--- config.mk ---
export PLATFORM = sky130hd
export DESIGN_NAME = broadcast_quorum_session_flat
export DESIGN_NICKNAME = d
export VERILOG_FILES = /design/src/design/bqs_pkg.sv /design/src/design/bqs_msg_if.sv /design/src/design/bqs_act_if.sv /design/src/design/bqs_front.sv /design/src/design/bqs_back.sv /design/src/design/broadcast_quorum_session.sv /design/src/flat_wrapper.sv
export SDC_FILE = /design/constraint.sdc
export NUM_CORES = 1
export LEC_CHECK = 0
export BUFFER_PORTS_ARGS = -buffer_cell sky130_fd_sc_hd__buf_2
export CORE_MARGIN = 2
export CORE_UTILIZATION = 55
export DETAILED_ROUTE_END_ITERATION = 10
export GPL_ROUTABILITY_DRIVEN = 1
export HOLD_SLACK_MARGIN = 0.12
export MAX_ROUTING_LAYER = met4
export PLACE_DENSITY = 0.82
export SETUP_SLACK_MARGIN = 0.2
export SLEW_MARGIN = 20
export SYNTH_ARGS = -nofsm -noshare
export SYNTH_HDL_FRONTEND = slang
export SYNTH_SLANG_ARGS = --single-unit
--- constraint.sdc ---
create_clock -name clk -period 11.9 [get_ports clk]
set_clock_uncertainty 0.15 [all_clocks]
set_input_delay 2.975 -clock clk [delete_from_list [all_inputs] [get_ports clk]]
set_output_delay 2.975 -clock clk [all_outputs]
set_load 0.05 [all_outputs]
--- src/design/bqs_pkg.sv ---
// shared types, codes and quorum arithmetic for the broadcast quorum session
`timescale 1ns / 1ps
`default_nettype none
package bqs_pkg;

  // field widths
  localparam int NODE_W     = 7;
  localparam int SID_W      = 6;
  localparam int OP_W       = 2;
  localparam int ACT_W      = 2;
  localparam int CFG_ADDR_W = 3;
  localparam int CFG_DATA_W = 32;

  // node limits
  localparam int                MAX_NODES_DEF  = 64;
  localparam logic [NODE_W-1:0] MIN_NODES      = 7'd4;
  localparam logic [NODE_W-1:0] NODE_COUNT_RST = 7'd4;

  // register byte addresses
  localparam logic [CFG_ADDR_W-1:0] ADDR_NODE_COUNT = 3'd0;

  // message codes
  localparam logic [OP_W-1:0] OP_SEND  = 2'd0;
  localparam logic [OP_W-1:0] OP_ECHO  = 2'd1;
  localparam logic [OP_W-1:0] OP_READY = 2'd2;

  // result codes
  localparam logic [ACT_W-1:0] ACT_ECHO    = 2'd0;
  localparam logic [ACT_W-1:0] ACT_READY   = 2'd1;
  localparam logic [ACT_W-1:0] ACT_DELIVER = 2'd2;

  // classified message kinds
  typedef enum logic [1:0] {
    KIND_SEND  = 2'd0,
    KIND_ECHO  = 2'd1,
    KIND_READY = 2'd2
  } kind_t;

  typedef struct packed {
    kind_t              kind;
    logic [SID_W-1:0]   sender;
  } cmd_t;

  // thresholds derived from the node count
  typedef struct packed {
    logic [NODE_W-1:0] t;
    logic [NODE_W-1:0] t2;
    logic [NODE_W-1:0] target;
  } quorum_t;

  // clamp n, then t = n/3 (minus one on exact multiples), echo target ceil((n+t+1)/2)
  function automatic quorum_t quorum_of(input logic [NODE_W-1:0] raw,
                                        input logic [NODE_W-1:0] max_n);
    logic [NODE_W-1:0] n;
    logic [14:0]       prod;
    logic [NODE_W-1:0] q;
    logic [NODE_W:0]   q3;
    logic [NODE_W:0]   s;
    quorum_t           r;
    n = raw;
    if (n < MIN_NODES) n = MIN_NODES;
    if (n > max_n) n = max_n;
    // divide by 3 through the reciprocal 171/512, exact for n below 128
    prod = 15'(n) * 15'd171;
    q    = NODE_W'(prod >> 9);
    q3   = ({1'b0, q} << 1) + {1'b0, q};
    if (q3 == {1'b0, n}) q = q - 7'd1;
    r.t      = q;
    r.t2     = {q[NODE_W-2:0], 1'b0};
    s        = {1'b0, n} + {1'b0, q} + 8'd1;
    r.target = NODE_W'((s >> 1) + (NODE_W+1)'(s[0]));
    return r;
  endfunction

endpackage
`default_nettype wire

--- src/design/bqs_msg_if.sv ---
// message channel: op and sender number with valid/ready
`timescale 1ns / 1ps
`default_nettype none
interface bqs_msg_if;
  logic                       valid;
  logic                       ready;
  logic [bqs_pkg::OP_W-1:0]   op;
  logic [bqs_pkg::SID_W-1:0]  sender_id;

  modport source (output valid, op, sender_id, input ready);
  modport sink   (input valid, op, sender_id, output ready);
endinterface
`default_nettype wire

--- src/design/bqs_act_if.sv ---
// result channel: action and last flag with valid/ready
`timescale 1ns / 1ps
`default_nettype none
interface bqs_act_if;
  logic                       valid;
  logic                       ready;
  logic [bqs_pkg::ACT_W-1:0]  action;
  logic                       last;

  modport source (output valid, action, last, input ready);
  modport sink   (input valid, action, last, output ready);
endinterface
`default_nettype wire

--- src/design/bqs_front.sv ---
// front end: accepts messages, drops ones with no effect, queues the rest
`timescale 1ns / 1ps
`default_nettype none
module bqs_front #(
  parameter int MAX_NODES = bqs_pkg::MAX_NODES_DEF
) (
  input  wire logic          clk,
  input  wire logic          rst,
  bqs_msg_if.sink            msg,
  output bqs_pkg::cmd_t      head,
  output logic               head_valid,
  input  wire logic          pop
);

  bqs_pkg::cmd_t  slot [2];
  logic           wr_ptr;
  logic           rd_ptr;
  logic [1:0]     count;
  logic           vote_ok;
  logic           keep;
  bqs_pkg::cmd_t  cmd;
  logic           push;
  logic           do_pop;

  // classify the incoming word
  always_comb begin
    vote_ok    = {1'b0, msg.sender_id} < (bqs_pkg::SID_W+1)'(MAX_NODES);
    cmd.sender = msg.sender_id;
    cmd.kind   = bqs_pkg::KIND_SEND;
    keep       = 1'b0;
    unique case (msg.op)
      bqs_pkg::OP_SEND: begin
        cmd.kind = bqs_pkg::KIND_SEND;
        keep     = 1'b1;
      end
      bqs_pkg::OP_ECHO: begin
        cmd.kind = bqs_pkg::KIND_ECHO;
        keep     = vote_ok;
      end
      bqs_pkg::OP_READY: begin
        cmd.kind = bqs_pkg::KIND_READY;
        keep     = vote_ok;
      end
      default: keep = 1'b0;
    endcase
  end

  assign msg.ready  = (count != 2'd2);
  assign push       = msg.valid && msg.ready && keep;
  assign head_valid = (count != 2'd0);
  assign head       = slot[rd_ptr];
  assign do_pop     = pop && head_valid;

  // two-entry queue storage
  always_ff @(posedge clk) begin
    if (push) slot[wr_ptr] <= cmd;
  end

  // queue pointers
  always_ff @(posedge clk) begin
    if (rst) begin
      wr_ptr <= 1'b0;
      rd_ptr <= 1'b0;
      count  <= 2'd0;
    end else begin
      if (push) wr_ptr <= ~wr_ptr;
      if (do_pop) rd_ptr <= ~rd_ptr;
      if (push && !do_pop) count <= count + 2'd1;
      else if (!push && do_pop) count <= count - 2'd1;
    end
  end

endmodule
`default_nettype wire

--- src/design/bqs_back.sv ---
// back end: vote bitmaps, quorum checks and the result buffer
`timescale 1ns / 1ps
`default_nettype none
module bqs_back #(
  parameter int MAX_NODES = bqs_pkg::MAX_NODES_DEF
) (
  input  wire logic            clk,
  input  wire logic            rst,
  input  wire bqs_pkg::cmd_t   head,
  input  wire logic            head_valid,
  output logic                 pop,
  input  wire bqs_pkg::quorum_t quorum,
  bqs_act_if.source            act
);

  localparam int IDX_W = $clog2(MAX_NODES);
  localparam int CNT_W = $clog2(MAX_NODES + 1);

  // session state
  logic [MAX_NODES-1:0] echo_map, echo_map_next;
  logic [MAX_NODES-1:0] ready_map, ready_map_next;
  logic [CNT_W-1:0]     echo_cnt, echo_cnt_next;
  logic [CNT_W-1:0]     ready_cnt, ready_cnt_next;
  logic                 have_msg, have_msg_next;
  logic                 ready_sent, ready_sent_next;
  logic                 delivered, delivered_next;

  // result buffer
  logic [bqs_pkg::ACT_W-1:0] res [3];
  logic [1:0]                res_cnt;

  logic [IDX_W-1:0]          idx;
  logic                      e_new;
  logic                      r_new;
  logic [CNT_W-1:0]          echo_inc;
  logic [CNT_W-1:0]          ready_inc;
  logic                      emit_ready;
  logic                      emit_deliver;
  logic                      emit_echo;
  logic [bqs_pkg::ACT_W-1:0] list [3];
  logic [1:0]                k;

  // take the next word when the buffer drains this cycle
  assign pop = head_valid && ((res_cnt == 2'd0) || ((res_cnt == 2'd1) && act.ready));

  // state update and result list for the word at the queue head
  always_comb begin
    idx             = head.sender[IDX_W-1:0];
    e_new           = !echo_map[idx];
    r_new           = !ready_map[idx];
    echo_inc        = echo_cnt + CNT_W'(e_new);
    ready_inc       = ready_cnt + CNT_W'(r_new);
    echo_map_next   = echo_map;
    ready_map_next  = ready_map;
    echo_cnt_next   = echo_cnt;
    ready_cnt_next  = ready_cnt;
    have_msg_next   = have_msg;
    emit_ready      = 1'b0;
    emit_deliver    = 1'b0;
    emit_echo       = 1'b0;
    if (pop && !delivered) begin
      unique case (head.kind)
        bqs_pkg::KIND_SEND: begin
          emit_echo = 1'b1;
          if (!have_msg) begin
            have_msg_next = 1'b1;
            emit_ready    = !ready_sent &&
                            ((bqs_pkg::NODE_W'(echo_cnt) >= quorum.target) ||
                             (bqs_pkg::NODE_W'(ready_cnt) > quorum.t));
            emit_deliver  = bqs_pkg::NODE_W'(ready_cnt) > quorum.t2;
          end
        end
        bqs_pkg::KIND_ECHO: begin
          if (!have_msg || !ready_sent) begin
            echo_map_next[idx] = 1'b1;
            echo_cnt_next      = echo_inc;
          end
          if (have_msg && !ready_sent)
            emit_ready = bqs_pkg::NODE_W'(echo_inc) >= quorum.target;
        end
        bqs_pkg::KIND_READY: begin
          ready_map_next[idx] = 1'b1;
          ready_cnt_next      = ready_inc;
          if (have_msg) begin
            emit_ready   = !ready_sent && (bqs_pkg::NODE_W'(ready_inc) > quorum.t);
            emit_deliver = bqs_pkg::NODE_W'(ready_inc) > quorum.t2;
          end
        end
        default: ;
      endcase
    end
    ready_sent_next = ready_sent | emit_ready;
    delivered_next  = delivered | emit_deliver;

    // order: ready, deliver, echo
    list[0] = bqs_pkg::ACT_ECHO;
    list[1] = bqs_pkg::ACT_ECHO;
    list[2] = bqs_pkg::ACT_ECHO;
    k       = 2'd0;
    if (emit_ready) begin
      list[k] = bqs_pkg::ACT_READY;
      k       = k + 2'd1;
    end
    if (emit_deliver) begin
      list[k] = bqs_pkg::ACT_DELIVER;
      k       = k + 2'd1;
    end
    if (emit_echo) begin
      list[k] = bqs_pkg::ACT_ECHO;
      k       = k + 2'd1;
    end
  end

  // session registers and buffer fill count
  always_ff @(posedge clk) begin
    if (rst) begin
      echo_map   <= '0;
      ready_map  <= '0;
      echo_cnt   <= '0;
      ready_cnt  <= '0;
      have_msg   <= 1'b0;
      ready_sent <= 1'b0;
      delivered  <= 1'b0;
      res_cnt    <= 2'd0;
    end else begin
      echo_map   <= echo_map_next;
      ready_map  <= ready_map_next;
      echo_cnt   <= echo_cnt_next;
      ready_cnt  <= ready_cnt_next;
      have_msg   <= have_msg_next;
      ready_sent <= ready_sent_next;
      delivered  <= delivered_next;
      if (pop && (k != 2'd0)) res_cnt <= k;
      else if (act.valid && act.ready) res_cnt <= res_cnt - 2'd1;
    end
  end

  // buffer payload: load a new list or shift toward the output
  always_ff @(posedge clk) begin
    if (pop && (k != 2'd0)) begin
      res[0] <= list[0];
      res[1] <= list[1];
      res[2] <= list[2];
    end else if (act.valid && act.ready) begin
      res[0] <= res[1];
      res[1] <= res[2];
    end
  end

  assign act.valid  = (res_cnt != 2'd0);
  assign act.action = res[0];
  assign act.last   = (res_cnt == 2'd1);

endmodule
`default_nettype wire

--- src/design/broadcast_quorum_session.sv ---
// top level: configuration registers, front end queue and back end
//
// Usage: protocol messages (op, sender_id) enter on msg; results (action, last)
// leave on act, the final result of each message marked by last. Messages
// with an unknown op, votes from senders at or above MAX_NODES and every
// message after delivery produce no result. node_count sits at byte address 0
// of the APB port; the fault limit and echo quorum are derived when it is
// written, so write it only while no message is in flight.
// Path: an accepted msg word is written into the front end queue, and its
// results are registered in the back end result buffer before they reach act.
// Throughput: one message per cycle while each gives at most one result and
// act is ready; a message with more results holds the back end until the
// output buffer has sent them all, one result word per cycle while act is
// ready. While a stalled act receiver holds the back end, the two-entry queue
// takes up to two more words; msg ready then stays low until the back end takes
// the next word. Reset clears all vote bitmaps and flags and sets node_count
// to 4; msg is ready in the first cycle after reset.
`timescale 1ns / 1ps
`default_nettype none
module broadcast_quorum_session #(
  parameter int MAX_NODES = bqs_pkg::MAX_NODES_DEF
) (
  input  wire logic                            clk,
  input  wire logic                            rst,
  input  wire logic                            psel,
  input  wire logic                            penable,
  input  wire logic                            pwrite,
  input  wire logic [bqs_pkg::CFG_ADDR_W-1:0]  paddr,
  input  wire logic [bqs_pkg::CFG_DATA_W-1:0]  pwdata,
  output logic      [bqs_pkg::CFG_DATA_W-1:0]  prdata,
  output logic                                 pready,
  bqs_msg_if.sink                              msg,
  bqs_act_if.source                            act
);

  logic [bqs_pkg::NODE_W-1:0] node_count;
  bqs_pkg::quorum_t           quorum;
  logic                       cfg_wr;
  bqs_pkg::cmd_t              head;
  logic                       head_valid;
  logic                       pop;

  assign pready = 1'b1;
  assign cfg_wr = psel && penable && pwrite && pready && (paddr == bqs_pkg::ADDR_NODE_COUNT);

  // node count register and derived thresholds
  always_ff @(posedge clk) begin
    if (rst) begin
      node_count <= bqs_pkg::NODE_COUNT_RST;
      quorum     <= bqs_pkg::quorum_of(bqs_pkg::NODE_COUNT_RST,
                                       bqs_pkg::NODE_W'(MAX_NODES));
    end else if (cfg_wr) begin
      node_count <= pwdata[bqs_pkg::NODE_W-1:0];
      quorum     <= bqs_pkg::quorum_of(pwdata[bqs_pkg::NODE_W-1:0],
                                       bqs_pkg::NODE_W'(MAX_NODES));
    end
  end

  // register read
  always_comb begin
    prdata = '0;
    if (paddr == bqs_pkg::ADDR_NODE_COUNT)
      prdata = bqs_pkg::CFG_DATA_W'(node_count);
  end

  bqs_front #(
    .MAX_NODES (MAX_NODES)
  ) u_front (
    .clk        (clk),
    .rst        (rst),
    .msg        (msg),
    .head       (head),
    .head_valid (head_valid),
    .pop        (pop)
  );

  bqs_back #(
    .MAX_NODES (MAX_NODES)
  ) u_back (
    .clk        (clk),
    .rst        (rst),
    .head       (head),
    .head_valid (head_valid),
    .pop        (pop),
    .quorum     (quorum),
    .act        (act)
  );

endmodule
`default_nettype wire

--- src/flat_wrapper.sv ---
// flat-port wrapper written by rule: the top's interface ports become plain ports
module broadcast_quorum_session_flat 
#(
  parameter int MAX_NODES = bqs_pkg::MAX_NODES_DEF
)
  (clk, rst, psel, penable, pwrite, paddr, pwdata, prdata, pready, msg_valid, msg_op, msg_sender_id, msg_ready, act_valid, act_action, act_last, act_ready);
  bqs_msg_if msg_i ();
  bqs_act_if act_i ();
  input  wire logic clk;
  input  wire logic rst;
  input  wire logic psel;
  input  wire logic penable;
  input  wire logic pwrite;
  input  wire logic [bqs_pkg::CFG_ADDR_W-1:0] paddr;
  input  wire logic [bqs_pkg::CFG_DATA_W-1:0] pwdata;
  output logic      [bqs_pkg::CFG_DATA_W-1:0] prdata;
  output logic pready;
  input wire logic [$bits(msg_i.valid)-1:0] msg_valid;
  input wire logic [$bits(msg_i.op)-1:0] msg_op;
  input wire logic [$bits(msg_i.sender_id)-1:0] msg_sender_id;
  output wire logic [$bits(msg_i.ready)-1:0] msg_ready;
  output wire logic [$bits(act_i.valid)-1:0] act_valid;
  output wire logic [$bits(act_i.action)-1:0] act_action;
  output wire logic [$bits(act_i.last)-1:0] act_last;
  input wire logic [$bits(act_i.ready)-1:0] act_ready;
  assign msg_i.valid = msg_valid;
  assign msg_i.op = msg_op;
  assign msg_i.sender_id = msg_sender_id;
  assign msg_ready = msg_i.ready;
  assign act_valid = act_i.valid;
  assign act_action = act_i.action;
  assign act_last = act_i.last;
  assign act_i.ready = act_ready;
  broadcast_quorum_session #(.MAX_NODES(MAX_NODES)) u_core (.clk(clk), .rst(rst), .psel(psel), .penable(penable), .pwrite(pwrite), .paddr(paddr), .pwdata(pwdata), .prdata(prdata), .pready(pready), .msg(msg_i), .act(act_i));
endmodule
==> results of run 1 <==
==> cell usage in the layout (no fill, tap or decap), drive strengths merged, types with 15 or more instances in the layout <==
master	n
o21ai	36
a21oi	172
nor2	202
nand3	21
dfxtp	173
a22oi	33
ha	105
and2	17
nor3	15
inv	75
xor2	21
nand2	74
edfxtp	19
xnor2	22
buf	58
clkbuf	20
conb	26
==> worst max-delay path by stage <==
stage,startpoint,end,slack [ns]
finish,pwdata[5],u_core.quorum[6],0.60
global route,pwdata[5],u_core.quorum[6],0.07
global placement,pwdata[2],u_core.quorum[6],0.24
floorplan,pwdata[6],u_core.quorum[6],0.33
detailed placement,pwdata[2],u_core.quorum[6],-0.11
CTS,pwdata[2],u_core.quorum[6],0.33
==> layer usage <==
metal	share of wire, %	global-route usage (%)
met5	0	-
met4	2.1	8.93
met3	7.9	3.90
met2	47	41.0
met1	43	33.9
==> stage by stage <==
stage | total power [W] | hold WS, ns | cells | setup TNS [ns]
finish | 0.00192 | 0.304 | 1552 | 0
global route | 0.00203 | 0.328 | 1552 | 0
CTS | 0.00189 | 0.307 | 1549 | 0
detailed placement | 0.00135 | 0.297 | 1517 | -0.146
global placement | 0.00133 | 0.290 | 1517 | 0
floorplan | 0.00120 | 0.279 | 1279 | 0
==> worst max-delay path, delay by kind of cell <==
| kind | cells | cell delay, ns |
|---|---|---|
| fa+ha+maj | 7 | 2.85 |
| simple gates | 11 | 2.05 |
| compound gates | 8 | 1.77 |
| xor+xnor | 4 | 0.75 |
| mux | 2 | 0.64 |
| buf+inv | 4 | 0.44 |
==> final cells by class <==
type                    count  area, µm²  area share [%]
multi-input cells         934       6120            52.4
flip-flops and latches    192       4030            34.5
clock buffers              20        447            3.82
repair buffers             58        348            2.98
well taps                 265        332            2.84
inverters                  71        269            2.30
clock inverters            12        128            1.09
==> report_power, final <==
group | switching (W) | leakage [nW] | internal (W)
logic | 0.000426 | 3.01 | 0.000234
clock network | 0.000256 | 0.274 | 0.000300
registers | 0.0000231 | 1.57 | 0.000682
==> flip-flops by register name, indices dropped and copies added (netlist names), named ones only <==
name                      flops
u_core.u_back.echo_map       64
u_core.u_back.ready_map      64
u_core.u_front.slot          16
u_core.quorum                14
u_core.node_count             7
u_core.u_back.echo_cnt        7
u_core.u_back.ready_cnt       7
u_core.u_back.res             3
u_core.u_back.res_cnt         2
u_core.u_front.count          2
u_core.u_back.delivered       1
u_core.u_back.have_msg        1
u_core.u_back.ready_sent      1
u_core.u_front.rd_ptr         1
u_core.u_front.wr_ptr         1
==> cells in the mapped netlist, types with 11 or more instances <==
cell and count:
a21oi_1 172, a21o_1 13, nor3_1 15, a222oi_1 11
nand2_1 74, a22o_1 12, a31oi_1 11, ha_1 105
a22oi_1 33, fa_1 11, inv_1 70, o21ai_0 34
clkbuf_1 49, nor2b_1 14, nand3_1 21, xor2_1 21
dfxtp_1 173, nor2_1 201, buf_4 28, xnor2_1 22
and2_1 17, nand2b_1 12, edfxtp_1 19
==> cell families (layout without fill, tap and decap cells) <==
family	Yosys count	in the layout	share of synthesized area, %
adders and majority gates	116	116	14.3
and+or+nand+nor	400	400	17.2
AOI/OAI and AO/OA	340	340	19.8
buffers and inverters	153	161	6.62
other	2	26	0.0700
muxes	9	9	0.932
DFF	192	192	37.6
xor gates and xnor gates	43	43	3.51
==> repair_timing <==
item	in CTS	in global routing
endpoints found under the setup margin	0	6
setup buffers	0	3
resized for setup	0	9
endpoints found under the hold margin	0	0
==> qor.csv, run 1 <==
stage;metric;value;unit
floorplan;fp.dieArea;0.0207;mm²
floorplan;core_area;0.0193;mm²
clock_network;clock-root-buffer;clkbuf_16;
sta;fin_ws;0.605;ns
placed_design;dpl-instance-area;0.0110;mm²
sta;finalCritPeriodShare;94.9;%
routing;vias_per_cell;5.89;
critical_path;crit_arrival;11.50;ns
critical_path;reg2reg_slack;4.81;ns
sta;finalSetupViolCount;0;
cells_and_area;diodes;0;
clock_network;hold_buffers;0;
power_and_ir_drop;ir_drop;0.000109;V
placed_design;port_buffers;36;
outcome;status;finished, final reports clean;
routing;route.detailed.drc;0;
logic_synthesis;synth_top_area_share;32.3;%
sta;min_period;11.30;ns
logic_synthesis;ys_async_sr_fraction;0;%
logic_synthesis;synth_edf_count;19;
power_and_ir_drop;p_per_area;164;mW/mm²
cells_and_area;post-route-util;60.4;%
routing;drtPass1Iterations;8;
global_routing;antenna_found_initial;0;
cells_and_area;finalInstanceArea;0.0117;mm²
run;maxCapViolations;0;
worst_hold_path;hold_class;reg -> reg;
critical_path;r2r_end;u_core.u_back.res[0][1];
logic_synthesis;yosys-top-cells-area;dfxtp_1, ha_1, a21oi_1, nor2_1, edfxtp_1;
clock_network;clk_latency;0.43;ns
sta;maxSlewViolCount;0;
clock_network;clkTransAtPathRegs;0.07;ns
floorplan;io_pins;88;
global_routing;grt_pass1_vias;8731;
placed_design;hpwl;17100;µm
cells_and_area;drive_gt1_share;8.94;%
sta;fmax;0.0885;GHz
clock_network;cts.sinks;192;
floorplan;chipHeight;144;µm
clock_network;cts_max_level;4;
clock_network;cts-buffers-inserted;17;
floorplan;initial_utilization;55.5;%
floorplan;num_rows;51;
worst_hold_path;hold_path_end;u_core.quorum[20];
global_routing;grt_max_degree;106;
placed_design;dpl_worst_slack;-0.107;ns
critical_path;crit_type;in -> reg;
sta;worstMarginPinSlew;1.16;ns
global_routing;grt_pass1_wl;41800;µm
critical_path;cpMaxStageDelayCell;fa_1;
cells_and_area;nets;1440;
critical_path;end_kind;flop;
critical_path;worstRegToRegCells;26;
worst_hold_path;hold_depth;2;
clock_network;clk_path_buf_depth;2;
logic_synthesis;ys_ff_latch;192;
routing;first_iter_violations;1138;
global_routing;overflow;0;
logic_synthesis;yosysWarnings;0;
routing;ant_nets;0;
critical_path;max_stage_delay;0.56;ns
logic_synthesis;yosys.area.top_type;dfxtp_1;
worst_hold_path;min_from;u_core.quorum[20];
critical_path;start_kind;input pin;
logic_synthesis;seq_area_frac_synth;37.6;%
floorplan;die_x;144;µm
routing;routed-via-count;9134;
cells_and_area;synthToLayoutAreaGrowth;8.80;%
routing;routedWlPerCell;16.4;µm
critical_path;critical_path.max_fanout;7;
logic_synthesis;ys.flop_type;dfxtp_1;
logic_synthesis;synth_area_per_cell;8.55;µm²
sta;rsz0062_at_grt;false;
logic_synthesis;syn-cell-area;0.0107;mm²
sta;max_slew_margin;22.4;%
global_routing;grt_use_total;25.8;%
clock_network;tritoncts;yes;
cells_and_area;fillers;1599;
routing;wirelength;25400;µm
logic_synthesis;syn_inst;1255;
placed_design;gp_congestion;0.895;
logic_synthesis;yosysUniqueCellTypes;75;
critical_path;crit_top_cell;fa_1;
sta;timing_hold_violations_final;0;
critical_path;critical_path_required;12.10;ns
power_and_ir_drop;p_leak;4.86;nW
Power figures use the tool's default switching activity.
==> run 2, diff against run 1 <==
--- a/config.mk
+++ b/config.mk
@@ -6,7 +6,7 @@
 export NUM_CORES = 1
 export LEC_CHECK = 0
 export BUFFER_PORTS_ARGS = -buffer_cell sky130_fd_sc_hd__buf_2
-export CORE_MARGIN = 2
+export CORE_MARGIN = 10
 export CORE_UTILIZATION = 55
 export DETAILED_ROUTE_END_ITERATION = 10
 export GPL_ROUTABILITY_DRIVEN = 1
==> run 2 against run 1 <==
Via count shrank 0.26%. Global-route usage shrank 5.4 points. Fmax up 0.47%. Flip-flop and latch count unchanged. Worst setup slack better by 0.053 ns. Combinational power shrank 1%. Critical path depth grew 2. Die area up 24%. Utilization shrank 0.12 points. Hold slack hardly changed. Routed wire length is 1.7% higher. Sequential share of layout area up 0.071 points. Highest routed layer unchanged.
==> qor.csv, run 2 (same netlist as run 1, synthesis figures left out) <==
stage;metric;value;unit
sta;min_period;11.24;ns
sta;worstMarginPinSlew;1.14;ns
placed_design;placedCellCount;1518;
clock_network;hold_buffers;0;
routing;first_iter_violations;1021;
global_routing;overflow;0;
critical_path;crit_arrival;11.45;ns
floorplan;chipHeight;160;µm
global_routing;grt_pass1_vias;8867;
power_and_ir_drop;p_leak;4.86;nW
clock_network;clk_latency;0.43;ns
power_and_ir_drop;ir_drop;0.000112;V
clock_network;clock-root-buffer;clkbuf_16;
routing;wirelength;25800;µm
clock_network;clkTransAtPathRegs;0.06;ns
sta;finalSetupViolCount;0;
global_routing;grt_use_total;20.4;%
clock_network;cts-buffers-inserted;17;
placed_design;port_buffers;36;
critical_path;crit_type;in -> reg;
placed_design;gp_congestion;0.885;
clock_network;cts_max_level;4;
critical_path;max_stage_delay;0.54;ns
cells_and_area;nets;1440;
global_routing;grt_pass1_wl;42900;µm
floorplan;die_x;160;µm
cells_and_area;synthToLayoutAreaGrowth;8.58;%
cells_and_area;mostFrequentLayoutCells;nor2_1, dfxtp_1, a21oi_1;
cells_and_area;final_cell_count_no_fill;1551;
outcome;status;finished, final reports clean;
sta;maxSlewViolCount;0;
placed_design;dpl_worst_slack;-0.0970;ns
sta;finalSetupTns;0;ns
floorplan;initial_utilization;55.5;%
global_routing;antenna_found_initial;0;
critical_path;reg2reg_slack;4.94;ns
routing;routed-via-count;9110;
routing;route.detailed.drc;0;
routing;ant_nets;0;
cells_and_area;drive_gt1_share;8.94;%
cells_and_area;diodes;0;
floorplan;core_area;0.0193;mm²
critical_path;end_kind;flop;
power_and_ir_drop;p_per_area;164;mW/mm²
sta;fmax;0.0890;GHz
worst_hold_path;hold_class;reg -> reg;
critical_path;critical_path_required;12.11;ns
sta;finalCritPeriodShare;94.5;%
run;maxCapViolations;0;
routing;drtPass1Iterations;6;
cells_and_area;multi_input_area;0.00610;mm²
placed_design;hpwl;17700;µm
sta;rsz0062_at_grt;false;
cells_and_area;top_regs;u_core.u_back.echo_map (64), u_core.u_back.ready_map (64), u_core.u_front.slot (16);
clock_network;cts.sinks;192;
global_routing;grt_max_degree;106;
sta;fin_ws;0.658;ns
critical_path;cpMaxStageDelayCell;fa_1;
critical_path;critical_path.max_fanout;7;
critical_path;crit_top_cell;ha_1;
cells_and_area;fillers;1687;
floorplan;io_pins;88;
sta;timing_hold_violations_final;0;
cells_and_area;register_area;0.00403;mm²
routing;vias_per_cell;5.87;
sta;max_slew_margin;23.5;%
critical_path;start_kind;input pin;
floorplan;num_rows;51;
clock_network;clk_path_buf_depth;2;
floorplan;fp.dieArea;0.0255;mm²
clock_network;tritoncts;yes;
routing;routedWlPerCell;16.7;µm
cells_and_area;final_common_cell;nor2_1;
run 2: path summary, 6_finish.rpt:
check,start,end,depth (start not counted)
worst min-delay path,u_core.quorum[20],u_core.quorum[20],2
worst max register to register,flop,u_core.u_back.res[0][1],27
worst min register to register,u_core.quorum[20],u_core.quorum[20],2
worst max-delay path,pwdata[2],u_core.quorum[6],38
run 2: final cells by class:
class / instances / share of cell area, %
Timing Repair Buffer: 58 / 3.02
Tap cell: 265 / 2.84
Inverter: 71 / 2.31
Sequential cell: 192 / 34.6
Clock inverter: 12 / 1.05
Clock buffer: 19 / 3.80
Multi-Input combinational cell: 934 / 52.4
run 2: routing by layer:
metal	vias up	track usage, %	share of wire (%)
li1	4399	-	-
met1	4284	25.9	44
met2	368	32.5	46
met3	59	3.32	7.7
met4	0	7.08	2.2
met5	-	-	0
run 2: worst max-delay path, delay by kind of cell:
kind | cells | cell delay, ns
and+or+nand+nor | 11 | 2.18
AOI/OAI and AO/OA | 9 | 1.88
xor gates and xnor gates | 4 | 0.74
muxes | 2 | 0.49
buffers and inverters | 5 | 0.57
adders and majority gates | 7 | 2.61
run 2: what timing repair did:
| item | in CTS | in global routing |
|---|---|---|
| resized for setup | 0 | 7 |
| buffers inserted | 0 | 2 |
| setup endpoints to repair | 0 | 6 |
run 2: per-stage QoR:
step / power [W] / hold slack [ns] / util, % / area, µm²
floorplan: 0.00120 / 0.279 / - / 10800
global placement: 0.00132 / 0.290 / 57.1 / 11000
detailed placement: 0.00134 / 0.295 / 57.1 / 11000
CTS: 0.00190 / 0.307 / 60.1 / 11600
global route: 0.00202 / 0.328 / 60.3 / 11700
finish: 0.00191 / 0.304 / 60.3 / 11700
run 2: power by group:
part	leakage (nW)	switching, W	internal (W)
logic	3.01	0.000421	0.000231
registers	1.57	0.0000240	0.000682
clock network	0.278	0.000257	0.000298
